$ cat src/rtl/core/crt_pkg.sv
// shared constants and types for the chunk reassembly table
`timescale 1ns / 1ps

package crt_pkg;

  localparam int SLOTS      = 4;
  localparam int MAX_PARTS  = 4;
  localparam int PART_BYTES = 16;
  localparam int HDR_LEN    = 6;

  localparam int SLOT_W = $clog2(SLOTS);
  localparam int IDX_W  = $clog2(MAX_PARTS);
  localparam int OFS_W  = $clog2(PART_BYTES);
  localparam int TOT_W  = $clog2(MAX_PARTS + 1);
  localparam int LEN_W  = $clog2(PART_BYTES + 1);
  localparam int POS_W  = $clog2(HDR_LEN + PART_BYTES + 1);
  localparam int CNT_W  = $clog2(MAX_PARTS * PART_BYTES + 1);

  localparam int STORE_AW = SLOT_W + IDX_W + OFS_W;
  localparam int LEN_AW   = SLOT_W + IDX_W;

  localparam logic [POS_W-1:0] POS_HDR  = POS_W'(HDR_LEN);
  localparam logic [POS_W-1:0] POS_LAST = POS_W'(HDR_LEN - 1);
  localparam logic [POS_W-1:0] POS_MAX  = POS_W'(HDR_LEN + PART_BYTES);
  localparam logic [7:0]       BYTE_MASK = 8'hff;
  localparam logic [31:0]      TIMEOUT_RST = 32'd5000;

  typedef enum logic [2:0] {
    ST_IDLE,
    ST_SUM_RD,
    ST_SUM_ACC,
    ST_LEN_RD,
    ST_LEN_ACC,
    ST_BYTE_RD,
    ST_BYTE_OUT,
    ST_EMPTY
  } crt_state_t;

endpackage

$ cat src/rtl/core/chunk_reassembly_table_top.sv
// chunk reassembly table: slot table, part memories and emission sequencer
//
// input channel (in_valid/in_ready): one transaction per frame byte (in_cmd = 0)
// or per expiry tick (in_cmd = 1). frames carry a 6-byte header (le id, part
// index, part count) then payload, cut to 16 bytes per part.
// in_ready is high while no message drains.
// when the last part of a message arrives, all its bytes leave on the result
// channel (out_valid/out_ready) in part order, one per transaction, with
// out_msg_last on the final one. draining first sums the part lengths (a read
// state then an add state per part), then per part a length read state then an
// accept state, and per byte a read state then an output state, as the part memories read registered.
// an empty message gives one transaction with out_byte_valid low.
// cfg_wr_en loads the timeout in ms; reset gives 5000 and frees all slots.
// the part memories need no clearing, so no dead time after reset.
// a stalled receiver holds the output register; the sequencer waits on it,
// while a new input transaction may be taken with the last result still held.
`timescale 1ns / 1ps

module chunk_reassembly_table_top
  import crt_pkg::*;
(
  input  logic        clk,
  input  logic        rst_n,
  input  logic        cfg_wr_en,
  input  logic [31:0] cfg_wr_data,
  input  logic        in_valid,
  output logic        in_ready,
  input  logic        in_cmd,
  input  logic [7:0]  in_data_byte,
  input  logic        in_frame_end,
  input  logic [31:0] in_now_ms,
  output logic        out_valid,
  input  logic        out_ready,
  output logic [7:0]  out_msg_byte,
  output logic        out_byte_valid,
  output logic        out_msg_last,
  output logic [31:0] out_msg_ident
);

  // slot table
  logic                 slot_used_r [SLOTS];
  logic                 slot_used_nxt [SLOTS];
  logic [31:0]          slot_id_r [SLOTS];
  logic [31:0]          slot_id_nxt [SLOTS];
  logic [TOT_W-1:0]     slot_tot_r [SLOTS];
  logic [TOT_W-1:0]     slot_tot_nxt [SLOTS];
  logic [31:0]          slot_time_r [SLOTS];
  logic [31:0]          slot_time_nxt [SLOTS];
  logic [MAX_PARTS-1:0] slot_rcv_r [SLOTS];
  logic [MAX_PARTS-1:0] slot_rcv_nxt [SLOTS];

  logic [31:0] timeout_r;

  // frame parser
  logic [47:0]       hdr_r, hdr_nxt;
  logic [POS_W-1:0]  pos_r, pos_nxt;
  logic [SLOT_W-1:0] tgt_r, tgt_nxt;
  logic              rej_r, rej_nxt;

  // emission sequencer
  crt_state_t        state_r, state_nxt;
  logic [SLOT_W-1:0] em_slot_r, em_slot_nxt;
  logic [31:0]       em_id_r, em_id_nxt;
  logic [TOT_W-1:0]  em_tot_r, em_tot_nxt;
  logic [TOT_W-1:0]  part_r, part_nxt;
  logic [OFS_W-1:0]  ofs_r, ofs_nxt;
  logic [LEN_W-1:0]  len_r, len_nxt;
  logic [CNT_W-1:0]  total_r, total_nxt;
  logic [CNT_W-1:0]  remain_r, remain_nxt;

  // output register
  logic        out_valid_r, out_valid_nxt;
  logic [7:0]  out_byte_r, out_byte_nxt;
  logic        out_bv_r, out_bv_nxt;
  logic        out_last_r, out_last_nxt;
  logic [31:0] out_id_r, out_id_nxt;

  // memories
  logic [7:0]       part_mem [2**STORE_AW];
  logic [LEN_W-1:0] len_mem [2**LEN_AW];
  logic                store_we, len_we;
  logic [STORE_AW-1:0] store_waddr, store_raddr;
  logic [LEN_AW-1:0]   len_waddr, len_raddr;
  logic [LEN_W-1:0]    len_wdata;
  logic [7:0]          store_q_r;
  logic [LEN_W-1:0]    len_q_r;

  logic out_free;

  assign in_ready       = (state_r == ST_IDLE);
  assign out_valid      = out_valid_r;
  assign out_msg_byte   = out_byte_r;
  assign out_byte_valid = out_bv_r;
  assign out_msg_last   = out_last_r;
  assign out_msg_ident  = out_id_r;
  assign out_free       = !out_valid_r || out_ready;

  assign store_raddr = {em_slot_r, part_r[IDX_W-1:0], ofs_r};
  assign len_raddr   = {em_slot_r, part_r[IDX_W-1:0]};

  always_comb begin
    logic [47:0]      hdr_full;
    logic [7:0]       h_idx, h_cnt;
    logic             found;
    logic [POS_W-1:0] pos_inc;
    logic [SLOT_W-1:0] s;
    logic [IDX_W-1:0] pidx;
    logic [MAX_PARTS-1:0] rcv_new;
    logic             all_in;

    hdr_full = '0;
    h_idx    = '0;
    h_cnt    = '0;
    found    = 1'b0;
    pos_inc  = pos_r;
    s        = '0;
    pidx     = '0;
    rcv_new  = '0;
    all_in   = 1'b0;

    for (int i = 0; i < SLOTS; i++) begin
      slot_used_nxt[i] = slot_used_r[i];
      slot_id_nxt[i]   = slot_id_r[i];
      slot_tot_nxt[i]  = slot_tot_r[i];
      slot_time_nxt[i] = slot_time_r[i];
      slot_rcv_nxt[i]  = slot_rcv_r[i];
    end
    hdr_nxt = hdr_r;
    pos_nxt = pos_r;
    tgt_nxt = tgt_r;
    rej_nxt = rej_r;

    state_nxt   = state_r;
    em_slot_nxt = em_slot_r;
    em_id_nxt   = em_id_r;
    em_tot_nxt  = em_tot_r;
    part_nxt    = part_r;
    ofs_nxt     = ofs_r;
    len_nxt     = len_r;
    total_nxt   = total_r;
    remain_nxt  = remain_r;

    out_valid_nxt = out_valid_r && !out_ready;
    out_byte_nxt  = out_byte_r;
    out_bv_nxt    = out_bv_r;
    out_last_nxt  = out_last_r;
    out_id_nxt    = out_id_r;

    store_we    = 1'b0;
    store_waddr = {tgt_r, hdr_r[32 +: IDX_W], OFS_W'(pos_r - POS_HDR)};
    len_we      = 1'b0;
    len_waddr   = '0;
    len_wdata   = '0;

    unique case (state_r)
      ST_IDLE: begin
        if (in_valid) begin
          if (in_cmd) begin
            for (int i = 0; i < SLOTS; i++) begin
              if (slot_used_r[i] && (32'(in_now_ms - slot_time_r[i]) > timeout_r)) begin
                slot_used_nxt[i] = 1'b0;
                slot_rcv_nxt[i]  = '0;
              end
            end
          end else begin
            if (!rej_r) begin
              if (pos_r < POS_HDR) begin
                hdr_nxt[pos_r*8 +: 8] = in_data_byte;
                if (pos_r == POS_LAST) begin
                  hdr_full = hdr_nxt;
                  h_idx    = hdr_full[39:32];
                  h_cnt    = hdr_full[47:40];
                  if (h_cnt == 8'd0 || h_idx >= h_cnt || h_cnt > 8'(MAX_PARTS)) begin
                    rej_nxt = 1'b1;
                  end else begin
                    for (int i = 0; i < SLOTS; i++) begin
                      if (!found && slot_used_r[i] && slot_id_r[i] == hdr_full[31:0] &&
                          slot_tot_r[i] == h_cnt[TOT_W-1:0]) begin
                        found            = 1'b1;
                        tgt_nxt          = SLOT_W'(i);
                        slot_time_nxt[i] = in_now_ms;
                      end
                    end
                    for (int i = 0; i < SLOTS; i++) begin
                      if (!found && !slot_used_r[i]) begin
                        found            = 1'b1;
                        tgt_nxt          = SLOT_W'(i);
                        slot_used_nxt[i] = 1'b1;
                        slot_id_nxt[i]   = hdr_full[31:0];
                        slot_tot_nxt[i]  = h_cnt[TOT_W-1:0];
                        slot_time_nxt[i] = in_now_ms;
                        slot_rcv_nxt[i]  = '0;
                      end
                    end
                    if (!found) begin
                      rej_nxt = 1'b1;
                    end
                  end
                end
              end else if (pos_r < POS_MAX) begin
                store_we = 1'b1;
              end
            end
            if (pos_r < POS_MAX) begin
              pos_inc = pos_r + POS_W'(1);
            end
            pos_nxt = pos_inc;

            if (in_frame_end) begin
              s    = tgt_nxt;
              pidx = hdr_nxt[32 +: IDX_W];
              if (!rej_nxt && pos_inc >= POS_HDR && slot_used_nxt[s]) begin
                len_we    = 1'b1;
                len_waddr = {s, pidx};
                len_wdata = LEN_W'(pos_inc - POS_HDR);
                rcv_new   = slot_rcv_nxt[s];
                rcv_new[pidx] = 1'b1;
                slot_rcv_nxt[s]  = rcv_new;
                slot_time_nxt[s] = in_now_ms;
                all_in = 1'b1;
                for (int p = 0; p < MAX_PARTS; p++) begin
                  if (TOT_W'(p) < slot_tot_nxt[s] && !rcv_new[p]) begin
                    all_in = 1'b0;
                  end
                end
                if (all_in) begin
                  // slot is released now, its id and part count live on in the em_* registers
                  em_slot_nxt      = s;
                  em_id_nxt        = slot_id_nxt[s];
                  em_tot_nxt       = slot_tot_nxt[s];
                  part_nxt         = '0;
                  total_nxt        = '0;
                  slot_used_nxt[s] = 1'b0;
                  slot_rcv_nxt[s]  = '0;
                  state_nxt        = ST_SUM_RD;
                end
              end
              hdr_nxt = '0;
              pos_nxt = '0;
              tgt_nxt = '0;
              rej_nxt = 1'b0;
            end
          end
        end
      end

      ST_SUM_RD: begin
        if (part_r == em_tot_r) begin
          part_nxt   = '0;
          remain_nxt = total_r;
          state_nxt  = (total_r == '0) ? ST_EMPTY : ST_LEN_RD;
        end else begin
          state_nxt = ST_SUM_ACC;
        end
      end

      ST_SUM_ACC: begin
        total_nxt = total_r + CNT_W'(len_q_r);
        part_nxt  = part_r + TOT_W'(1);
        state_nxt = ST_SUM_RD;
      end

      ST_LEN_RD: begin
        state_nxt = ST_LEN_ACC;
      end

      ST_LEN_ACC: begin
        len_nxt = len_q_r;
        ofs_nxt = '0;
        if (len_q_r == '0) begin
          part_nxt  = part_r + TOT_W'(1);
          state_nxt = ST_LEN_RD;
        end else begin
          state_nxt = ST_BYTE_RD;
        end
      end

      ST_BYTE_RD: begin
        if (out_free) begin
          state_nxt = ST_BYTE_OUT;
        end
      end

      ST_BYTE_OUT: begin
        out_valid_nxt = 1'b1;
        out_byte_nxt  = store_q_r;
        out_bv_nxt    = 1'b1;
        out_last_nxt  = (remain_r == CNT_W'(1));
        out_id_nxt    = em_id_r;
        remain_nxt    = remain_r - CNT_W'(1);
        if (LEN_W'(ofs_r) == len_r - LEN_W'(1)) begin
          part_nxt  = part_r + TOT_W'(1);
          state_nxt = (remain_r == CNT_W'(1)) ? ST_IDLE : ST_LEN_RD;
        end else begin
          ofs_nxt   = ofs_r + OFS_W'(1);
          state_nxt = ST_BYTE_RD;
        end
      end

      ST_EMPTY: begin
        if (out_free) begin
          out_valid_nxt = 1'b1;
          out_byte_nxt  = '0;
          out_bv_nxt    = 1'b0;
          out_last_nxt  = 1'b1;
          out_id_nxt    = em_id_r;
          state_nxt     = ST_IDLE;
        end
      end

      default: begin
        state_nxt = ST_IDLE;
      end
    endcase
  end

  always_ff @(posedge clk) begin
    if (!rst_n) begin
      state_r     <= ST_IDLE;
      out_valid_r <= 1'b0;
      timeout_r   <= TIMEOUT_RST;
      hdr_r       <= '0;
      pos_r       <= '0;
      tgt_r       <= '0;
      rej_r       <= 1'b0;
      for (int i = 0; i < SLOTS; i++) begin
        slot_used_r[i] <= 1'b0;
        slot_id_r[i]   <= '0;
        slot_tot_r[i]  <= '0;
        slot_time_r[i] <= '0;
        slot_rcv_r[i]  <= '0;
      end
    end else begin
      state_r     <= state_nxt;
      out_valid_r <= out_valid_nxt;
      if (cfg_wr_en) begin
        timeout_r <= cfg_wr_data;
      end
      hdr_r <= hdr_nxt;
      pos_r <= pos_nxt;
      tgt_r <= tgt_nxt;
      rej_r <= rej_nxt;
      for (int i = 0; i < SLOTS; i++) begin
        slot_used_r[i] <= slot_used_nxt[i];
        slot_id_r[i]   <= slot_id_nxt[i];
        slot_tot_r[i]  <= slot_tot_nxt[i];
        slot_time_r[i] <= slot_time_nxt[i];
        slot_rcv_r[i]  <= slot_rcv_nxt[i];
      end
    end
  end

  always_ff @(posedge clk) begin
    em_slot_r  <= em_slot_nxt;
    em_id_r    <= em_id_nxt;
    em_tot_r   <= em_tot_nxt;
    part_r     <= part_nxt;
    ofs_r      <= ofs_nxt;
    len_r      <= len_nxt;
    total_r    <= total_nxt;
    remain_r   <= remain_nxt;
    out_byte_r <= out_byte_nxt;
    out_bv_r   <= out_bv_nxt;
    out_last_r <= out_last_nxt;
    out_id_r   <= out_id_nxt;
  end

  // part payload memory
  always_ff @(posedge clk) begin
    if (store_we) begin
      part_mem[store_waddr] <= in_data_byte & BYTE_MASK;
    end
    store_q_r <= part_mem[store_raddr];
  end

  // part length memory
  always_ff @(posedge clk) begin
    if (len_we) begin
      len_mem[len_waddr] <= len_wdata;
    end
    len_q_r <= len_mem[len_raddr];
  end

`ifndef SYNTHESIS
  // the draining slot was released when its last part arrived
  a_em_slot_free: assert property (@(posedge clk) disable iff (!rst_n)
    (state_r != ST_IDLE) |-> !slot_used_r[em_slot_r])
    else $error("draining slot still marked used");

  a_remain_nonzero: assert property (@(posedge clk) disable iff (!rst_n)
    (state_r == ST_BYTE_OUT || state_r == ST_BYTE_RD) |-> (remain_r != '0))
    else $error("byte emitted past message total");

  a_len_bound: assert property (@(posedge clk) disable iff (!rst_n)
    (state_r == ST_BYTE_OUT) |-> (len_r != '0 && len_r <= LEN_W'(PART_BYTES)))
    else $error("part length out of range");

  a_pos_bound: assert property (@(posedge clk) disable iff (!rst_n)
    pos_r <= POS_MAX)
    else $error("frame position beyond saturation");

  a_last_to_idle: assert property (@(posedge clk) disable iff (!rst_n)
    (state_r == ST_BYTE_OUT && remain_r == CNT_W'(1)) |=> (state_r == ST_IDLE && out_msg_last))
    else $error("final byte did not end the message");
`endif

endmodule
$ cat config.mk
export PLATFORM = sky130hd
export DESIGN_NAME = chunk_reassembly_table_top
export DESIGN_NICKNAME = d
export VERILOG_FILES = /design/src/rtl/core/crt_pkg.sv /design/src/rtl/core/chunk_reassembly_table_top.sv
export SDC_FILE = /design/constraint.sdc
export NUM_CORES = 2
export LEC_CHECK = 0
export BUFFER_PORTS_ARGS = -buffer_cell sky130_fd_sc_hd__buf_2
export CORE_MARGIN = 1.5
export CORE_UTILIZATION = 62
export DETAILED_ROUTE_END_ITERATION = 8
export PLACE_DENSITY = 0.78
export REMOVE_ABC_BUFFERS = 1
export SYNTH_ARGS = -nofsm -noshare
export SYNTH_HDL_FRONTEND = slang
export SYNTH_SLANG_ARGS = --single-unit
$ cat constraint.sdc
create_clock -name clk -period 10.3 [get_ports clk]
set_clock_uncertainty 0.2 [all_clocks]
set_input_delay 0.515 -clock clk [delete_from_list [all_inputs] [get_ports clk]]
set_output_delay 0.515 -clock clk [all_outputs]
set_load 0.03 [all_outputs]
==> flow_results.org <==
** Setup path
- Capturing element type of the critical path :: flip-flop
- The worst setup path is of the reg2reg kind.
- Launching element type of the critical path :: flip-flop
- Measured in cells, the most critical reg-to-reg path has a length of 29.
- Dominant cell type by count on the critical path :: ha_1
- STA puts the critical path data arrival time at 10.07 ns.
- The worst register-to-register path begins at pos_r[1]$_SDFFE_PN0P_.
- The largest individual stage delay along the critical path comes from the cell o21ai_0.
- The setup check on the worst reg-to-reg path leaves a slack of around 0.58 ns.
- Data on the critical path is required at its endpoint by 10.65 ns.
- Along the worst path, the maximum fanout reaches 20.
- For this run, the slowest stage of the critical path takes roughly 0.64 ns.
- The worst register-to-register path ends at total_r[5]$_SDFFCE_PN0P_.

** Clock network
- Clock-pin slew of the registers on the worst-case setup and hold paths :: approximately 0.07 ns
- Number of sinks handled by clock tree synthesis :: 2626
- TritonCTS built the clock tree.
- No sink is reached through more buffers than the 4 on the longest clock path.
- Number of H-tree branching levels :: 5
- The cell sitting at the root of the clock tree is a clkbuf_16.
- CTS Buf Count :: 280
- After clock tree synthesis, the setup repair step added 0 buffers.
- For the worst-skew pair, the clock arrives at the later sink with an insertion delay of between 0.9 and 1 ns.

** Drt
- Antenna violation net count after detailed routing :: 0
- The final route contains about 71000 vias.
- After detailed routing, the number of remaining DRC violations is 0.
- The first detailed-routing pass ran for 9 iterations.
- Detailed router's first-iteration violation count :: 9759
- DR WL/cell :: 33.3 µm
- After detailed routing, the total wire length is roughly 340000 µm.
- Vias per inst :: about 7

** STA
- The count of final hold-check violations is 0.
- Actual slew at the worst max-slew pin :: 1.24 ns
- Derived from the worst setup path, the maximum achievable clock frequency is a little over 100 MHz.
- RSZ-0062 raised after global routing :: false
- Period Utilization, post-route :: between 90% and 100%
- Shortest clock period the worst path allows after layout :: 9.72 ns
- The max-slew violation count was 0.
- Setup violations remaining at the end of the flow were counted as 0.
- The worst pin sits at a relative slew slack of around 17%.

** Min path
- Endpoint of the worst hold path :: timeout_r[9]$_SDFFE_PN1P_
- Class of the most critical hold timing path :: in2reg
- In this run the most critical hold path is launched from cfg_wr_en.
- Worst hold path depth :: 3

** Power and ir drop
- Worst ir drop on vdd :: 0.000230 V
- For this design the total switching power over the nets is roughly 4.8 mW.
- In this run, the combinational gates consume approximately 4.1% of the power.
- Net switching fraction of the power :: 21.6%
- Cell area power density :: approximately 170 mW/mm²
- The clock network accounts for 43.9% of the total power.
- Of the total power, registers draw around 52%.
- Leakage power :: 41.9 nW
- Cell-internal power :: 17.4 mW

** Cells and area
- The post-route netlist has 18.2% of its cells at a drive strength greater than 1.
- After the flow finishes, the layout carries non-filler instances totaling 10200.
- Final nets :: 7908
- Utilization after layout :: 69.6%
- Compared with the post-synthesis result, the final layout area differs by 11.2%.

** Synthesis
- Top cell types by occurrence after synthesis :: 2236 x edfxtp_1, 705 x mux4_2, 669 x nor2_1
- Proportion of synthesized flip-flops having asynchronous set or reset :: 0%
- Cell with the most instances after synthesis :: edfxtp_1
- Summing the areas of all fa, ha and maj instances in the mapped netlist gives 3.11% of the synthesized area.
- The biggest area contributor in the post-synthesis netlist is edfxtp_1.
- After Yosys synthesis, XOR and XNOR cells account for around 1.9% of the synthesized area.
- Count of different cell masters after synthesis :: ~100
- Main combinational cell family by area after synthesis :: multiplexers
- The synthesized netlist devotes 6.75% of its cell area to simple gates.
- Yosys warns :: 0
- The synthesized design contains around 2600 register bits.
- The synthesized netlist occupies a cell area of 0.115 mm².
- Dominant register cell in the synthesized netlist :: edfxtp_1
- For this run, the register share of the synthesized area comes to about two thirds.
- Syn avg cell area :: 15.7 µm²
- Cell types occupying the most area after synthesis :: edfxtp_1 58%, mux4_2 14%, dfxtp_1 6.8%
- Share of the synthesized area in the top cell type :: 58.4%
- Measured against the total synthesized area, the mux share comes to 14.5%.
- Area fraction in compound gates after synthesis :: 6.37%
- Synthesized instance count :: 7323
- The synthesized design contains 2236 enable-type register cells.

** Floorplanning
- Die Wd :: approximately 430 µm
- Once the floorplan was initialized, standard cells occupied 62.6% of the core.
- Die Y-Extent :: 434 µm
- The die covers 0.188 mm².
- Std-Cell Rows :: 157
- Number of top-level design ports :: 123
- The floorplan step defined a core boundary enclosing approximately 0.18 mm².

** Global route
- Pin count of the biggest net entering global routing :: 206
- Total routing resource utilization after global routing :: a little over a third
- The via count of the first global-routing pass is 70500.
- GR Overflow Total :: 0
- Wire length of the first global-routing pass :: around 500000 µm
- Antenna violations before repair :: 12

** Run
- Max-cap viol count :: 0

** Run status
- Outcome :: finished clean

** Placement
- Counting tap cells, the placed design contains a total of 9649 instances.
- Final GP Congestion :: 1.07
- The wire-length estimate of the detail-placed layout is 203000 µm.
- Buffers added on ports :: 122
placed cells by master, fill, tap and decap left out, types with 56 or more instances in the layout:
cell type,instances
dfxtp_1,390
nand2_1,322
xor2_1,67
o31ai_1,56
edfxtp_1,2236
dlygate4sd3_1,79
xnor2_1,176
a22o_1,79
clkinv_1,56
nand2b_1,62
a21oi_1,220
a211oi_1,70
o21ai_0,223
nor2_1,664
nand3_1,139
mux4_2,705
clkbuf_16,289
nor2b_1,77
o22ai_1,67
inv_1,249
nand4_1,64
clkbuf_1,59
nor3_1,93
buf_2,114
mux2i_1,73
buf_4,120
ha_1,278
per-layer routing:
metal	share of wire, %	track usage [%]	up-vias
met3	9.9	7.27	1038
met5	0.029	0	-
li1	-	-	29200
met1	36	47.5	36000
met4	5.7	17.6	14
met2	48	59.0	5013
registers in the layout, summed over array words and instances (netlist names), 4 cells and up:
| signal | flops |
|---|---|
| slot_tot_r | 12 |
| total_r | 7 |
| out_msg_byte | 8 |
| slot_time_r | 128 |
| len_r | 5 |
| len_q_r | 5 |
| slot_rcv_r | 16 |
| pos_r | 5 |
| part_mem | 2048 |
| em_id_r | 32 |
| remain_r | 7 |
| timeout_r | 32 |
| slot_used_r | 4 |
| store_q_r | 8 |
| out_msg_ident | 32 |
| ofs_r | 4 |
| len_mem | 80 |
| hdr_r | 48 |
| slot_id_r | 128 |
power groups by stage:
stage	clock [mW]	sequential [mW]	combinational, mW
after floorplan	0	11.7	0.464
after global placement	0	11.8	0.830
after detailed placement	0	11.8	0.858
after CTS	9.74	11.5	0.891
after global routing	10.1	11.5	0.983
final	9.71	11.5	0.911
critical path: cells and delay by family (launching register included):
family	cells	cell delay, ns
compound gates	12	3.29
simple gates	8	2.96
mux	1	0.39
fa+ha+maj	3	0.98
buf+inv	5	1.16
flops	1	0.36
area by class of cell:
| class | count | area, µm² |
|---|---|---|
| antenna | 5 | 12.5 |
| clock inverter | 120 | 962 |
| inverter | 253 | 957 |
| tap | 2464 | 3080 |
| fill | 11300 | 55900 |
| sequential | 2626 | 75000 |
| clock buffer | 357 | 7580 |
| multi-input combinational | 4053 | 37700 |
| timing repair buffer | 332 | 2600 |
stage by stage:
stage	instance area (µm²)	TNS, ns	total power [mW]	setup WS [ns]	hold WS, ns
floorplan	113000	-233.25	12.2	-11.71	0.200
global placement	118000	0	12.6	0.907	0.202
detailed placement	118000	0	12.6	0.605	0.206
CTS	128000	0	22.2	0.558	0.0980
global route	128000	0	22.6	0.125	0.170
finish	128000	0	22.1	0.581	0.155
what timing repair did:
| action | 4_1_cts | 5_1_grt |
|---|---|---|
| hold buffers | 79 | 0 |
| gates resized for setup | 0 | 4 |
| setup endpoints to repair | 0 | 66 |
| hold endpoints to repair | 532 | 0 |
worst max path at each step:
stage	slack, ns	cells after the start	from	to
6_report	0.58	29	pos_r[1]$_SDFFE_PN0P_	total_r[5]$_SDFFCE_PN0P_
5_1_grt	0.12	29	pos_r[0]$_SDFFE_PN0P_	total_r[6]$_SDFFCE_PN0P_
4_1_cts	0.56	27	pos_r[0]$_SDFFE_PN0P_	slot_time_r[2][19]$_SDFFE_PN0P_
3_5_place_dp	0.61	27	pos_r[0]$_SDFFE_PN0P_	slot_time_r[2][0]$_SDFFE_PN0P_
3_3_place_gp	0.91	27	pos_r[0]$_SDFFE_PN0P_	slot_time_r[2][14]$_SDFFE_PN0P_
2_1_floorplan	-11.71	4	ofs_r[0]$_SDFFCE_PN0P_	store_q_r[0]$_DFF_P_
cells by family after synthesis:
kind of cell / count (synthesis)
compound gates: 1087
xor+xnor: 244
fa+ha+maj: 283
buf+inv: 644
flops: 2626
mux: 788
simple gates: 1651
No activity file was read; power rests on OpenSTA's default activity.
